==> config.mk <==
export PLATFORM = sky130hd
export DESIGN_NAME = utf8_text_statistics_counter_core
export DESIGN_NICKNAME = d
export VERILOG_FILES = /design/src/rtl/utsc_pkg.sv /design/src/rtl/utf8_text_statistics_counter_core.sv /design/src/rtl/utsc_front.sv /design/src/rtl/utsc_fifo.sv /design/src/rtl/utsc_back.sv
export VERILOG_INCLUDE_DIRS = /design/src /design/src/rtl
export SDC_FILE = /design/constraint.sdc
export NUM_CORES = 2
export LEC_CHECK = 0
export ABC_AREA = 1
export BUFFER_PORTS_ARGS = -buffer_cell sky130_fd_sc_hd__buf_2
export CELL_PAD_IN_SITES_DETAIL_PLACEMENT = 1
export CELL_PAD_IN_SITES_GLOBAL_PLACEMENT = 1
export CORE_MARGIN = 2
export CORE_UTILIZATION = 30
export DETAILED_ROUTE_END_ITERATION = 6
export PLACE_DENSITY = 0.52
export SYNTH_ARGS = -nofsm -noshare
export SYNTH_HDL_FRONTEND = slang
export SYNTH_SLANG_ARGS = --single-unit
==> constraint.sdc <==
create_clock -name clk_i -period 3.5 [get_ports clk_i]
set_input_delay 0.7 -clock clk_i [delete_from_list [all_inputs] [get_ports clk_i]]
set_output_delay 0.7 -clock clk_i [all_outputs]
set_load 0.02 [all_outputs]
==> src/rtl/assert_macros.svh <==
// assertion helpers shared by utsc_fifo and utsc_back
// ASSERT_ON expects clk_i and rst_ni in scope, ASSERT_ALWAYS only clk_i
`ifndef ASSERT_MACROS_SVH
`define ASSERT_MACROS_SVH
`ifndef SYNTHESIS
// checked on every clock, off while in reset
`define ASSERT_ON(lbl, prop, msg) \
  lbl: assert property (@(posedge clk_i) disable iff (!rst_ni) (prop)) else $error(msg);
// checked on every clock, reset included
`define ASSERT_ALWAYS(lbl, prop, msg) \
  lbl: assert property (@(posedge clk_i) (prop)) else $error(msg);
`else
`define ASSERT_ON(lbl, prop, msg)
`define ASSERT_ALWAYS(lbl, prop, msg)
`endif
`endif

==> src/rtl/utsc_pkg.sv <==
package utsc_pkg;

  localparam int unsigned CountWidth = 32;
  localparam int unsigned QueueDepth = 4;
  localparam int unsigned QueuePtrW  = $clog2(QueueDepth);
  localparam int unsigned StatWidth  = 32;

  typedef struct packed {
    logic [7:0] text_byte;
    logic       end_of_text;
  } in_item_t;

  typedef struct packed {
    logic [4:0]  stat_index;
    logic [31:0] stat_value;
    logic        last_stat;
  } out_item_t;

  typedef enum logic [3:0] {
    CLS_SPACE,
    CLS_TAB,
    CLS_NEWLINE,
    CLS_CR,
    CLS_OTHER_WS,
    CLS_LETTER,
    CLS_DIGIT,
    CLS_CJK,
    CLS_PUNCT_WORD,
    CLS_PUNCT,
    CLS_OTHER
  } char_class_e;

  typedef struct packed {
    char_class_e cls;
    logic        last;
  } char_item_t;

  typedef enum logic [4:0] {
    ST_CHARS, ST_NONSPACE, ST_NONWHITE, ST_SPACES, ST_TABS, ST_NEWLINES,
    ST_LETTERS, ST_DIGITS, ST_CJK, ST_PUNCT, ST_LINES, ST_NONEMPTY,
    ST_LONGEST, ST_SHORTEST, ST_LENSUM, ST_LINECOUNT, ST_WORDS
  } stat_idx_e;

  typedef enum logic [1:0] {
    B_RUN,
    B_CLOSE,
    B_FIX,
    B_REPORT
  } back_state_e;

  // sequence length announced by a lead byte
  function automatic logic [2:0] lead_len(input logic [7:0] c);
    logic [2:0] n;
    n = 3'd1;
    if ((c & 8'hE0) == 8'hC0) n = 3'd2;
    else if ((c & 8'hF0) == 8'hE0) n = 3'd3;
    else if ((c & 8'hF8) == 8'hF0) n = 3'd4;
    return n;
  endfunction

  // character class of a code point
  function automatic char_class_e classify(input logic [20:0] cp);
    char_class_e c;
    if (cp == 21'h20) c = CLS_SPACE;
    else if (cp == 21'h09) c = CLS_TAB;
    else if (cp == 21'h0A) c = CLS_NEWLINE;
    else if (cp == 21'h0D) c = CLS_CR;
    else if (cp == 21'h0C || cp == 21'h0B) c = CLS_OTHER_WS;
    else if ((cp >= 21'h41 && cp <= 21'h5A) || (cp >= 21'h61 && cp <= 21'h7A))
      c = CLS_LETTER;
    else if (cp >= 21'h30 && cp <= 21'h39) c = CLS_DIGIT;
    else if ((cp >= 21'h4E00 && cp <= 21'h9FFF) || (cp >= 21'h3400 && cp <= 21'h4DBF) ||
             (cp >= 21'h20000 && cp <= 21'h2A6DF) ||
             (cp >= 21'h2A700 && cp <= 21'h2CEAF))
      c = CLS_CJK;
    else if (cp == 21'h5F || cp == 21'h27) c = CLS_PUNCT_WORD;
    else if ((cp >= 21'h21 && cp <= 21'h2F) || (cp >= 21'h3A && cp <= 21'h40) ||
             (cp >= 21'h5B && cp <= 21'h60) || (cp >= 21'h7B && cp <= 21'h7E))
      c = CLS_PUNCT;
    else c = CLS_OTHER;
    return c;
  endfunction

endpackage

==> src/rtl/utf8_text_statistics_counter_core.sv <==
// Text statistics counter. Feed one text byte per transaction; with utf8_mode set,
// multi-byte sequences are decoded and counted as one character. Bytes are taken
// at one per cycle while the queue has room and no flush runs. The byte marked
// end_of_text closes the text: a truncated sequence still open is flushed into
// the queue, the statistics unit applies the closing line rules, and seventeen
// result transactions follow, index 0 to 16, the last one flagged by last_stat.
// Input keeps flowing into the four-entry character queue during the report and
// stalls once it is full. Counters saturate; the unit is ready for the next text
// right after the final result transaction. Write utf8_mode only while idle.
module utf8_text_statistics_counter_core import utsc_pkg::*; #(
  parameter int unsigned COUNT_WIDTH = CountWidth
) (
  input  logic      clk_i,
  input  logic      rst_ni,
  input  logic      cfg_valid_i,
  output logic      cfg_ready_o,
  input  logic      cfg_data_i,
  input  logic      in_valid_i,
  output logic      in_stall_o,
  input  in_item_t  in_data_i,
  output logic      out_valid_o,
  input  logic      out_stall_i,
  output out_item_t out_data_o
);

  logic       mode_q;
  logic       push, full, pop, empty;
  char_item_t push_data, pop_data;

  // mode register
  assign cfg_ready_o = 1'b1;
  always_ff @(posedge clk_i or negedge rst_ni) begin
    if (!rst_ni) begin
      mode_q <= 1'b0;
    end else if (cfg_valid_i && cfg_ready_o) begin
      mode_q <= cfg_data_i;
    end
  end

  utsc_front u_front (
    .clk_i, .rst_ni,
    .utf8_mode_i (mode_q),
    .in_valid_i, .in_stall_o, .in_data_i,
    .full_i      (full),
    .push_o      (push),
    .push_data_o (push_data)
  );

  utsc_fifo u_fifo (
    .clk_i, .rst_ni,
    .push_i      (push),
    .push_data_i (push_data),
    .full_o      (full),
    .pop_i       (pop),
    .empty_o     (empty),
    .pop_data_o  (pop_data)
  );

  utsc_back #(.COUNT_WIDTH(COUNT_WIDTH)) u_back (
    .clk_i, .rst_ni,
    .empty_i     (empty),
    .item_i      (pop_data),
    .pop_o       (pop),
    .out_valid_o, .out_stall_i, .out_data_o
  );

endmodule

==> src/rtl/utsc_front.sv <==
module utsc_front import utsc_pkg::*; (
  input  logic       clk_i,
  input  logic       rst_ni,
  input  logic       utf8_mode_i,
  input  logic       in_valid_i,
  output logic       in_stall_o,
  input  in_item_t   in_data_i,
  input  logic       full_i,
  output logic       push_o,
  output char_item_t push_data_o
);

  logic [7:0]  pb_q [3];
  logic [7:0]  pb_d [3];
  logic [1:0]  pcnt_q, pcnt_d;
  logic [2:0]  exp_q, exp_d;
  logic        flush_q, flush_d;
  logic [1:0]  fidx_q, fidx_d;
  logic [20:0] cp;
  logic        last;
  logic        accept;
  logic [7:0]  b;

  // byte decode and end-of-text flush sequencing
  always_comb begin
    pb_d    = pb_q;
    pcnt_d  = pcnt_q;
    exp_d   = exp_q;
    flush_d = flush_q;
    fidx_d  = fidx_q;
    push_o  = 1'b0;
    cp      = '0;
    last    = 1'b0;
    b       = in_data_i.text_byte;
    in_stall_o = flush_q || full_i;
    accept  = in_valid_i && !in_stall_o;
    if (flush_q) begin
      case (fidx_q)
        2'd0: begin
          cp   = {13'd0, pb_q[0]};
          last = (pcnt_q == 2'd1);
        end
        2'd1: begin
          if (pcnt_q == 2'd3 && lead_len(pb_q[1]) == 3'd2) begin
            cp   = {10'd0, pb_q[1][4:0], pb_q[2][5:0]};
            last = 1'b1;
          end else begin
            cp   = {13'd0, pb_q[1]};
            last = (pcnt_q == 2'd2);
          end
        end
        default: begin
          cp   = {13'd0, pb_q[2]};
          last = 1'b1;
        end
      endcase
      if (!full_i) begin
        push_o = 1'b1;
        fidx_d = fidx_q + 2'd1;
        if (last) begin
          flush_d = 1'b0;
          pcnt_d  = '0;
          exp_d   = '0;
          fidx_d  = '0;
        end
      end
    end else if (accept) begin
      if (pcnt_q != 2'd0) begin
        if ((3'(pcnt_q) + 3'd1) >= exp_q) begin
          case (exp_q)
            3'd2:    cp = {10'd0, pb_q[0][4:0], b[5:0]};
            3'd3:    cp = {5'd0, pb_q[0][3:0], pb_q[1][5:0], b[5:0]};
            default: cp = {pb_q[0][2:0], pb_q[1][5:0], pb_q[2][5:0], b[5:0]};
          endcase
          push_o = 1'b1;
          pcnt_d = '0;
          exp_d  = '0;
        end else begin
          pb_d[pcnt_q] = b;
          pcnt_d       = pcnt_q + 2'd1;
        end
      end else if (utf8_mode_i && lead_len(b) > 3'd1) begin
        pb_d[0] = b;
        pcnt_d  = 2'd1;
        exp_d   = lead_len(b);
      end else begin
        cp     = {13'd0, b};
        push_o = 1'b1;
      end
      if (in_data_i.end_of_text) begin
        if (pcnt_d != 2'd0) begin
          flush_d = 1'b1;
          fidx_d  = '0;
        end else begin
          last = 1'b1;
        end
      end
    end
    push_data_o.cls  = classify(cp);
    push_data_o.last = last;
  end

  // pending sequence state
  always_ff @(posedge clk_i or negedge rst_ni) begin
    if (!rst_ni) begin
      pcnt_q  <= '0;
      exp_q   <= '0;
      flush_q <= 1'b0;
      fidx_q  <= '0;
      pb_q    <= '{default: '0};
    end else begin
      pcnt_q  <= pcnt_d;
      exp_q   <= exp_d;
      flush_q <= flush_d;
      fidx_q  <= fidx_d;
      pb_q    <= pb_d;
    end
  end

endmodule

==> src/rtl/utsc_fifo.sv <==
`include "assert_macros.svh"
module utsc_fifo import utsc_pkg::*; (
  input  logic       clk_i,
  input  logic       rst_ni,
  input  logic       push_i,
  input  char_item_t push_data_i,
  output logic       full_o,
  input  logic       pop_i,
  output logic       empty_o,
  output char_item_t pop_data_o
);

  char_item_t             mem_q [QueueDepth];
  logic [QueuePtrW-1:0]   wr_q, rd_q;
  logic [QueuePtrW:0]     cnt_q;

  assign full_o     = (cnt_q == (QueuePtrW+1)'(QueueDepth));
  assign empty_o    = (cnt_q == '0);
  assign pop_data_o = mem_q[rd_q];

  // entry storage
  always_ff @(posedge clk_i) begin
    if (push_i) begin
      mem_q[wr_q] <= push_data_i;
    end
  end

  // pointers and fill level
  always_ff @(posedge clk_i or negedge rst_ni) begin
    if (!rst_ni) begin
      wr_q  <= '0;
      rd_q  <= '0;
      cnt_q <= '0;
    end else begin
      if (push_i) wr_q <= wr_q + 1'b1;
      if (pop_i)  rd_q <= rd_q + 1'b1;
      if (push_i && !pop_i) cnt_q <= cnt_q + 1'b1;
      else if (pop_i && !push_i) cnt_q <= cnt_q - 1'b1;
    end
  end

  `ASSERT_ON(a_no_overflow, push_i |-> !full_o, "push into full queue")
  `ASSERT_ON(a_no_underflow, pop_i |-> !empty_o, "pop from empty queue")
  `ASSERT_ON(a_level, cnt_q <= (QueuePtrW+1)'(QueueDepth), "queue level out of range")

endmodule

==> src/rtl/utsc_back.sv <==
`include "assert_macros.svh"
module utsc_back import utsc_pkg::*; #(
  parameter int unsigned COUNT_WIDTH = CountWidth
) (
  input  logic       clk_i,
  input  logic       rst_ni,
  input  logic       empty_i,
  input  char_item_t item_i,
  output logic       pop_o,
  output logic       out_valid_o,
  input  logic       out_stall_i,
  output out_item_t  out_data_o
);

  typedef logic [COUNT_WIDTH-1:0] cnt_t;

  function automatic cnt_t inc(input cnt_t v);
    return (v == '1) ? v : v + 1'b1;
  endfunction

  function automatic cnt_t sat_add(input cnt_t a, input cnt_t c);
    logic [COUNT_WIDTH:0] s;
    s = {1'b0, a} + {1'b0, c};
    return s[COUNT_WIDTH] ? '1 : s[COUNT_WIDTH-1:0];
  endfunction

  function automatic logic [StatWidth-1:0] sat32(input cnt_t v);
    logic [63:0] e;
    e = 64'(v);
    return (|e[63:32]) ? '1 : e[31:0];
  endfunction

  back_state_e st_q, st_d;
  stat_idx_e   idx_q, idx_d;
  cnt_t chars_q, chars_d, nonspace_q, nonspace_d, nonwhite_q, nonwhite_d;
  cnt_t spaces_q, spaces_d, tabs_q, tabs_d, newlines_q, newlines_d;
  cnt_t letters_q, letters_d, digits_q, digits_d, cjk_q, cjk_d;
  cnt_t punct_q, punct_d, lines_q, lines_d, nonempty_q, nonempty_d;
  cnt_t longest_q, longest_d, shortest_q, shortest_d, sum_q, sum_d;
  cnt_t cl_q, cl_d, ll_q, ll_d, words_q, words_d;
  logic hc_q, hc_d, wo_q, wo_d, lwn_q, lwn_d;
  logic do_record, end_word, is_ws;
  cnt_t out_val;

  // character update, closing rules and report sequencing
  always_comb begin
    st_d = st_q;  idx_d = idx_q;
    chars_d = chars_q;  nonspace_d = nonspace_q;  nonwhite_d = nonwhite_q;
    spaces_d = spaces_q;  tabs_d = tabs_q;  newlines_d = newlines_q;
    letters_d = letters_q;  digits_d = digits_q;  cjk_d = cjk_q;
    punct_d = punct_q;  lines_d = lines_q;  nonempty_d = nonempty_q;
    longest_d = longest_q;  shortest_d = shortest_q;  sum_d = sum_q;
    cl_d = cl_q;  ll_d = ll_q;  words_d = words_q;
    hc_d = hc_q;  wo_d = wo_q;  lwn_d = lwn_q;
    do_record = 1'b0;
    end_word  = 1'b0;
    pop_o     = 1'b0;
    is_ws = (item_i.cls == CLS_SPACE) || (item_i.cls == CLS_TAB) ||
            (item_i.cls == CLS_NEWLINE) || (item_i.cls == CLS_CR) ||
            (item_i.cls == CLS_OTHER_WS);
    case (st_q)
      B_RUN: begin
        if (!empty_i) begin
          pop_o   = 1'b1;
          chars_d = inc(chars_q);
          if (!is_ws) nonwhite_d = inc(nonwhite_q);
          if (item_i.cls != CLS_SPACE) nonspace_d = inc(nonspace_q);
          lwn_d = (item_i.cls == CLS_NEWLINE);
          case (item_i.cls)
            CLS_SPACE: begin
              spaces_d = inc(spaces_q);
              end_word = 1'b1;
            end
            CLS_TAB: begin
              tabs_d   = inc(tabs_q);
              end_word = 1'b1;
            end
            CLS_NEWLINE: begin
              newlines_d = inc(newlines_q);
              lines_d    = inc(lines_q);
              if (hc_q) begin
                nonempty_d = inc(nonempty_q);
                hc_d       = 1'b0;
              end
              do_record = (cl_q != '0) || (ll_q != '0);
              end_word  = 1'b1;
            end
            CLS_CR: begin
            end
            CLS_OTHER_WS: begin
              end_word = 1'b1;
            end
            CLS_LETTER: begin
              letters_d = inc(letters_q);
              hc_d = 1'b1;  ll_d = inc(ll_q);  wo_d = 1'b1;
            end
            CLS_DIGIT: begin
              digits_d = inc(digits_q);
              hc_d = 1'b1;  ll_d = inc(ll_q);  wo_d = 1'b1;
            end
            CLS_CJK: begin
              cjk_d = inc(cjk_q);
              hc_d = 1'b1;  ll_d = inc(ll_q);  end_word = 1'b1;
            end
            CLS_PUNCT_WORD: begin
              punct_d = inc(punct_q);
              hc_d = 1'b1;  ll_d = inc(ll_q);  wo_d = 1'b1;
            end
            CLS_PUNCT: begin
              punct_d = inc(punct_q);
              hc_d = 1'b1;  ll_d = inc(ll_q);  end_word = 1'b1;
            end
            default: begin
              hc_d = 1'b1;  ll_d = inc(ll_q);  end_word = 1'b1;
            end
          endcase
          if (item_i.cls == CLS_NEWLINE) ll_d = '0;
          if (item_i.last) st_d = B_CLOSE;
        end
      end
      B_CLOSE: begin
        end_word = 1'b1;
        if (!lwn_q) begin
          lines_d = inc(lines_q);
          if (hc_q) nonempty_d = inc(nonempty_q);
          do_record = (ll_q != '0) || (cl_q != '0);
        end
        st_d = B_FIX;
      end
      B_FIX: begin
        if (cl_q == '0) begin
          cl_d = cnt_t'(1);
          sum_d = chars_q;  longest_d = chars_q;  shortest_d = chars_q;
        end
        idx_d = ST_CHARS;
        st_d  = B_REPORT;
      end
      default: begin
        if (!out_stall_i) begin
          if (idx_q == ST_WORDS) begin
            st_d = B_RUN;  idx_d = ST_CHARS;
            chars_d = '0;  nonspace_d = '0;  nonwhite_d = '0;
            spaces_d = '0;  tabs_d = '0;  newlines_d = '0;
            letters_d = '0;  digits_d = '0;  cjk_d = '0;
            punct_d = '0;  lines_d = '0;  nonempty_d = '0;
            longest_d = '0;  shortest_d = '1;  sum_d = '0;
            cl_d = '0;  ll_d = '0;  words_d = '0;
            hc_d = 1'b0;  wo_d = 1'b0;  lwn_d = 1'b0;
          end else begin
            idx_d = stat_idx_e'(idx_q + 5'd1);
          end
        end
      end
    endcase
    // word close
    if (end_word && wo_q) begin
      words_d = inc(words_q);
      wo_d    = 1'b0;
    end
    // line record
    if (do_record) begin
      if (ll_q > longest_q)  longest_d  = ll_q;
      if (ll_q < shortest_q) shortest_d = ll_q;
      sum_d = sat_add(sum_q, ll_q);
      cl_d  = inc(cl_q);
    end
  end

  // report selection
  always_comb begin
    case (idx_q)
      ST_CHARS:     out_val = chars_q;
      ST_NONSPACE:  out_val = nonspace_q;
      ST_NONWHITE:  out_val = nonwhite_q;
      ST_SPACES:    out_val = spaces_q;
      ST_TABS:      out_val = tabs_q;
      ST_NEWLINES:  out_val = newlines_q;
      ST_LETTERS:   out_val = letters_q;
      ST_DIGITS:    out_val = digits_q;
      ST_CJK:       out_val = cjk_q;
      ST_PUNCT:     out_val = punct_q;
      ST_LINES:     out_val = lines_q;
      ST_NONEMPTY:  out_val = nonempty_q;
      ST_LONGEST:   out_val = longest_q;
      ST_SHORTEST:  out_val = shortest_q;
      ST_LENSUM:    out_val = sum_q;
      ST_LINECOUNT: out_val = cl_q;
      ST_WORDS:     out_val = words_q;
      default:      out_val = '0;
    endcase
  end

  assign out_valid_o           = (st_q == B_REPORT);
  assign out_data_o.stat_index = idx_q;
  assign out_data_o.stat_value = sat32(out_val);
  assign out_data_o.last_stat  = (idx_q == ST_WORDS);

  // statistics registers
  always_ff @(posedge clk_i or negedge rst_ni) begin
    if (!rst_ni) begin
      st_q <= B_RUN;  idx_q <= ST_CHARS;
      chars_q <= '0;  nonspace_q <= '0;  nonwhite_q <= '0;
      spaces_q <= '0;  tabs_q <= '0;  newlines_q <= '0;
      letters_q <= '0;  digits_q <= '0;  cjk_q <= '0;
      punct_q <= '0;  lines_q <= '0;  nonempty_q <= '0;
      longest_q <= '0;  shortest_q <= '1;  sum_q <= '0;
      cl_q <= '0;  ll_q <= '0;  words_q <= '0;
      hc_q <= 1'b0;  wo_q <= 1'b0;  lwn_q <= 1'b0;
    end else begin
      st_q <= st_d;  idx_q <= idx_d;
      chars_q <= chars_d;  nonspace_q <= nonspace_d;  nonwhite_q <= nonwhite_d;
      spaces_q <= spaces_d;  tabs_q <= tabs_d;  newlines_q <= newlines_d;
      letters_q <= letters_d;  digits_q <= digits_d;  cjk_q <= cjk_d;
      punct_q <= punct_d;  lines_q <= lines_d;  nonempty_q <= nonempty_d;
      longest_q <= longest_d;  shortest_q <= shortest_d;  sum_q <= sum_d;
      cl_q <= cl_d;  ll_q <= ll_d;  words_q <= words_d;
      hc_q <= hc_d;  wo_q <= wo_d;  lwn_q <= lwn_d;
    end
  end

  `ASSERT_ON(a_idx_idle, (st_q == B_RUN) |-> (idx_q == ST_CHARS), "report index not parked")
  `ASSERT_ON(a_no_lines_no_len, (st_q == B_RUN && cl_q == '0) |-> (sum_q == '0 && longest_q == '0), "line figures without a counted line")
  `ASSERT_ON(a_no_pop_report, (st_q != B_RUN) |-> !pop_o, "queue popped while closing or reporting")

endmodule
## Word-level counts from Yosys, hierarchy flattened

Memory sizes are Yosys's and may differ from the RTL's.
Cells that the tools add are included.

- Bits in registers: 626
- Bits in latches: 0
- Bits in writable memories: 20
- ROM bits: 0
- Input bits: 15
- Output and inout port bits: 41
- Logic and storage cells: 482
- Memories: 1

- Add/sub/neg operators: 24
- Multiply operators: 0
- Div/mod/pow operators: 0
- Magnitude comparators: 28
- Eq/ne operators: 109
- Shift-type cells: 0
- Muxes and demuxes: 189
- Bitwise operators: 6
- Reductions and logical operators: 91

Memories:

| name | words | width | rd ports | clocked after memory_dff | write ports | RTL line | RTL |
|---|---|---|---|---|---|---|---|
| u_fifo.mem_q | 4 | 5 | 1 | 0 | 1 | utsc_fifo.sv:13 | `char_item_t mem_q [QueueDepth];` |

Operator list:

| operator | number |
|---|---|
| $mux W32 | 63 |
| $pmux W32 S2 | 15 |
| $pmux W32 S17 | 1 |
| $add A32 B1 Y32 const B | 15 |
| $eq A32 B32 Y1 const B | 15 |
| $pmux W32 S3 | 2 |
| $eq A21 B4 Y1 const B | 5 |
| $le A21 B7 Y1 const B | 5 |
| $ge A21 B7 Y1 const B | 4 |
| $mux W21 | 4 |
| $reduce_and A6 Y1 | 11 |
| $reduce_bool A32 Y1 | 2 |
| $ge A21 B6 Y1 const B | 3 |
| $mux W3 | 20 |
| $ne A2 B2 Y1 const B | 24 |
| $eq A21 B6 Y1 const B | 2 |
| $ge A21 B18 Y1 const B | 2 |
| $le A21 B18 Y1 const B | 2 |
| $le A21 B6 Y1 const B | 2 |
| $pmux W21 S2 | 1 |
| $eq A5 B4 Y1 const B | 8 |
| $mux W2 | 20 |
| $mux W4 | 9 |
| $mux W1 | 34 |
| 64 further kinds | 178 |

## Depth between registers and ports, before layout

- Depth after elaboration: 28
- Gate-level depth with buffers: 21
- Mapped depth without buffers: 20

## By module

Synthesis repeated with hierarchy kept, for this count alone.

- Cells, all modules: 7,413
- Area, all modules: 49,118.4 um^2

Modules (own cells, without submodules):

| module | instances | cells an instance | area an instance (um^2) | seq. area each (um^2) |
|---|---|---|---|---|
| utsc_back | 1 | 6,761 | 44,621.5 | 14,704.1 |
| utsc_front | 1 | 541 | 3,235.6 | 800.8 |
| utsc_fifo | 1 | 104 | 1,209.9 | 775.7 |
| utf8_text_statistics_counter_core | 1 | 7 | 51.3 | 25.0 |

## Worst setup path after synthesis

OpenSTA, ideal clock, no wires.

- Path kind: register to register
- Start: register u_front.pcnt_q[0]
- End: memory u_fifo.mem_q[0][1] in the netlist's numbering, data pin
- Library setup time: 0.287 ns
- Arrival time: 2.685 ns
- Data required time: 3.213 ns
- Path slack: 0.528 ns
- Cell stages (with the launch flop): 22
- Buffers on the path: 1
- Clock period less this slack: 2.972 ns
- Cell sequence: dfrtp_1 inv_1 ha_1 ha_1 nand3_1 nand3_1 nand2_1 nor2_1 buf_2 nand2_1 nor2_1 inv_1 nor2_1 nor2_1 nand2_1 nand2_1 nand3_1 nand2_1 nor2_1 nand2_1 nor2_1 nand4_1

RTL lines:

| element | RTL line | RTL |
|---|---|---|
| start: declaration | utsc_front.sv:15 | `logic [1:0] pcnt_q, pcnt_d;` |
| start signal: assignment | utsc_front.sv:112 | `pcnt_q <= pcnt_d;` |
| end: declaration | utsc_fifo.sv:13 |  |

==> impl_metrics.ini <==
[setup_path]
cp.depth = 12
endpoint_kind = output pin
worstPathArrival_ns = 3.21
critPathKind = reg -> out
rrSetupSlack_ns = 0.23
cp.buffers_inverters = 8
rr_worst_depth = 18
cp_top_family = buffers and inverters
required_ns = 2.80
cp_slowest_stage_delay_ns = 0.40
slowest_stage = dfrtp_1
cp_common_cell = buf_4
crit_fanout = 7
start_kind = flip-flop
path_cells = inv_1, ha_4, clkinvlp_4, buf_12, buf_12, buf_16, buf_4, o22ai_4, a221oi_2, buf_4, nand4_1, buf_4

[die]
core.rowCount = 143
die-width_microns = 395.5
die_h_microns = 395.5
die_area_sq_mm = 0.1565
ios = 56
initial_core_util_pct = 30.24
core_area_sq_mm = 0.1521

[drt]
drtPass1Iterations = 5
wl_per_cell_microns = 27.87
wl_met2_microns = 103700
routed_wl_microns = 247600
post-route-drc-count = 0
routed-via-count = 50079
vias_per_cell = 5.636
drt-initial-drc-count = 4059
topRoutingLayerUsed = met5
wl_met1_microns = 118600
route.met3.wl_microns = 16490
antenna_left = 0

[power]
pwr-share-clk_pct = 23.5
combPwrFrac_pct = 48.4
worst_ir_drop_vdd_mv = 0.4578
p_sw_uw = 19310
swShare_pct = 46.71
static-leakage-power_uw = 0.02404
p_int_uw = 22030
cellPowerDensity_mw_per_mm2 = 713.6
p_seq_share_pct = 28.0

[sta]
fin_skew_ns = 0.03169
max_slew_margin_pct = 40.49
rsz0062_at_grt = true
drv_slew = 0
worstMarginPinSlew_ns = 0.8845
finalCritPeriodShare_pct = 111.6
period_minus_slack_ns = 3.906
fmax_mhz = 256.0
setup_viol = 32
hold_violations = 0
setup_ws_ns = -0.4060

[global_routing]
grt_pass1_wl_microns = 358100
grt_max_degree = 90
grt_pass1_vias = 49952
grt_antenna_before_repair = 9
overflow = 0
grt_usage_pct = 30.84

[cts]
cts_made_buffers = 89
cts.clk_slew.worst_paths_ns = 0.06
clk_latency_ns = 0.72
cts_root_buf = clkbuf_16
cts_tree = done
htreeDepth = 3
cts_sinks = 646
clockBufferDepth = 3

[finish]
drive_gt1_share_pct = 15.61
layout_common_cells = nand2_1, inv_1, dfrtp_1
multi_input_area_sq_mm = 0.02823
regArea_sq_mm = 0.01631
design_area_sq_mm = 0.05793
nFillCells = 18571
layout_commonest_cell = nand2_1
finish.net_count = 6933
synthToLayoutAreaGrowth_pct = 25.96

[place]
dpl_cell_area_sq_mm = 0.05083
place.gp.congestion = 0.9730
io_buffer_count = 54
dp_hpwl_microns = 197100
dp_slack_ns = -0.3047

[yosys]
ys_seq_area_share_pct = 35.45
synth_area_sq_mm = 0.04599
synth_cell_types = 75
syn_avg_cell_area_sq_um = 7.164
synthArstFlopShare_pct = 96.90
synth_flop_cell = dfrtp_1
synthesis.nets = 6572
synth_seq_cells = 646
netlist_instances = 6420
synth_edf_count = 20
yosys_warnings = 0

[run_status]
status = complete, but fails checks
violations = negative setup slack

[worst_hold_path]
hold_class = in -> reg
hold_depth = 2

[flow_run]
maxCapViolCount = 0
## cell usage after synthesis, types with 14 or more instances
| cell | count | area share, % |
|---|---|---|
| xnor2_1 | 26 | 0.50 |
| buf_2 | 37 | 0.40 |
| inv_2 | 24 | 0.20 |
| o31ai_1 | 185 | 3.0 |
| o21ai_0 | 365 | 4.0 |
| nand2_2 | 16 | 0.22 |
| clkinv_1 | 14 | 0.11 |
| o22ai_1 | 224 | 3.0 |
| ha_1 | 135 | 3.7 |
| nor4_1 | 174 | 2.4 |
| a21oi_1 | 206 | 2.2 |
| nor2_1 | 546 | 4.5 |
| nand3_1 | 245 | 2.7 |
| o2111ai_1 | 28 | 0.53 |
| nand4_1 | 204 | 2.8 |
| inv_1 | 784 | 6.4 |
| a31oi_1 | 53 | 0.72 |
| o21ai_1 | 55 | 0.60 |
| dfstp_2 | 32 | 1.8 |
| xor2_1 | 236 | 4.5 |
| a221oi_1 | 68 | 1.3 |
| nor3_2 | 17 | 0.37 |
| dfrtp_1 | 594 | 32 |
| clkbuf_1 | 136 | 1.1 |
| nor3_1 | 330 | 3.6 |
| edfxtp_1 | 20 | 1.3 |
| nor3b_1 | 27 | 0.44 |
| nand2_1 | 1432 | 12 |
| buf_1 | 32 | 0.26 |
| a22oi_1 | 40 | 0.65 |
## worst register-to-register path: stages (launching register included)
cell and delay, ns:
dfrtp_2 0.45, buf_6 0.14, inv_6 0.06, ha_4 0.14
nand3_2 0.17, buf_4 0.21, nand2_1 0.07, nand2_2 0.08
nor3_4 0.19, buf_4 0.29, nand3_2 0.13, inv_2 0.14
nand2_1 0.14, nor3_2 0.17, nand3_1 0.19, nor2_2 0.24
nand3_1 0.13, o21ai_1 0.14, a21oi_1 0.05
## path summary, 6_finish.rpt
check / startpoint / end
setup / recovery: u_back.idx_q[4]$_DFFE_PN0P_ / out_data_o[29]
hold / removal: cfg_valid_i / mode_q$_DFFE_PN0P_
setup reg to reg: u_back.idx_q[1]$_DFFE_PN0P_ / u_back.punct_q[13]$_DFFE_PN0P_
hold reg to reg: u_front.pb_q[22]$_DFFE_PN0P_ / u_front.pb_q[22]$_DFFE_PN0P_
max in group asynchronous: rst_ni / u_back.newlines_q[31]$_DFFE_PN0P_
min in group asynchronous: rst_ni / u_back.cl_q[13]$_DFFE_PN0P_
## metal layers
layer / up-vias / global-route usage [%]
met5: - / 0
met4: 4 / 9.641
met3: 356 / 4.910
met2: 1480 / 45.16
met1: 25339 / 45.90
li1: 22900 / -
## metrics by stage
stage | setup TNS [ns] | total power (uW) | cells | util [%] | hold WS, ns
2_1_floorplan | 0 | 20200 | 6420 | - | 0.4044
3_5_place_dp | -1.240 | 28550 | 8629 | 33.42 | 0.4557
3_3_place_gp | -0.9372 | 28310 | 8629 | 33.42 | 0.4497
4_1_cts | -9.178 | 40210 | 8849 | 37.13 | 0.1504
5_1_grt | -12.71 | 43490 | 8885 | 38.09 | 0.2001
6_report | -9.777 | 41340 | 8885 | 38.09 | 0.1953
## power by group through the flow
stage	logic (uW)	clock network (uW)	registers, uW
3_3_place_gp	16800	0	11500
5_1_grt	21600	10200	11700
6_report	20000	9730	11600
4_1_cts	18800	9960	11500
3_5_place_dp	17100	0	11500
2_1_floorplan	9740	0	10500
## cell families (layout without fill, tap and decap cells)
family | Yosys count | count (layout) | synth area share [%]
AND/OR/NAND/NOR | 3044 | 3044 | 29.73
adder cells (fa/ha/maj) | 137 | 137 | 3.760
flip-flops | 646 | 646 | 35.45
other | 1 | 2 | 0.008154
multiplexers | 1 | 1 | 0.02448
XOR/XNOR | 262 | 262 | 4.989
AO/OA/AOI/OAI | 1290 | 1290 | 17.32
buffers and inverters | 1039 | 1473 | 8.711
## what timing repair did
item	in CTS	in global routing
buffers inserted	52	43
endpoints found under the hold margin	19	0
gates resized for setup	399	218
endpoints found under the setup margin	44	52
gates cloned	9	3
hold buffers	1	0
pin swaps	44	62
## final cells by class
class,instances,share of cell area [%]
repair buffers,485,8.039
well taps,2030,4.385
multi-input cells,4735,48.74
diodes,1,0.004320
flip-flops and latches,646,28.16
clock inverters,33,0.6415
clock buffers,131,4.588
inverters,824,5.445
(Power assumes the default switching activity.)
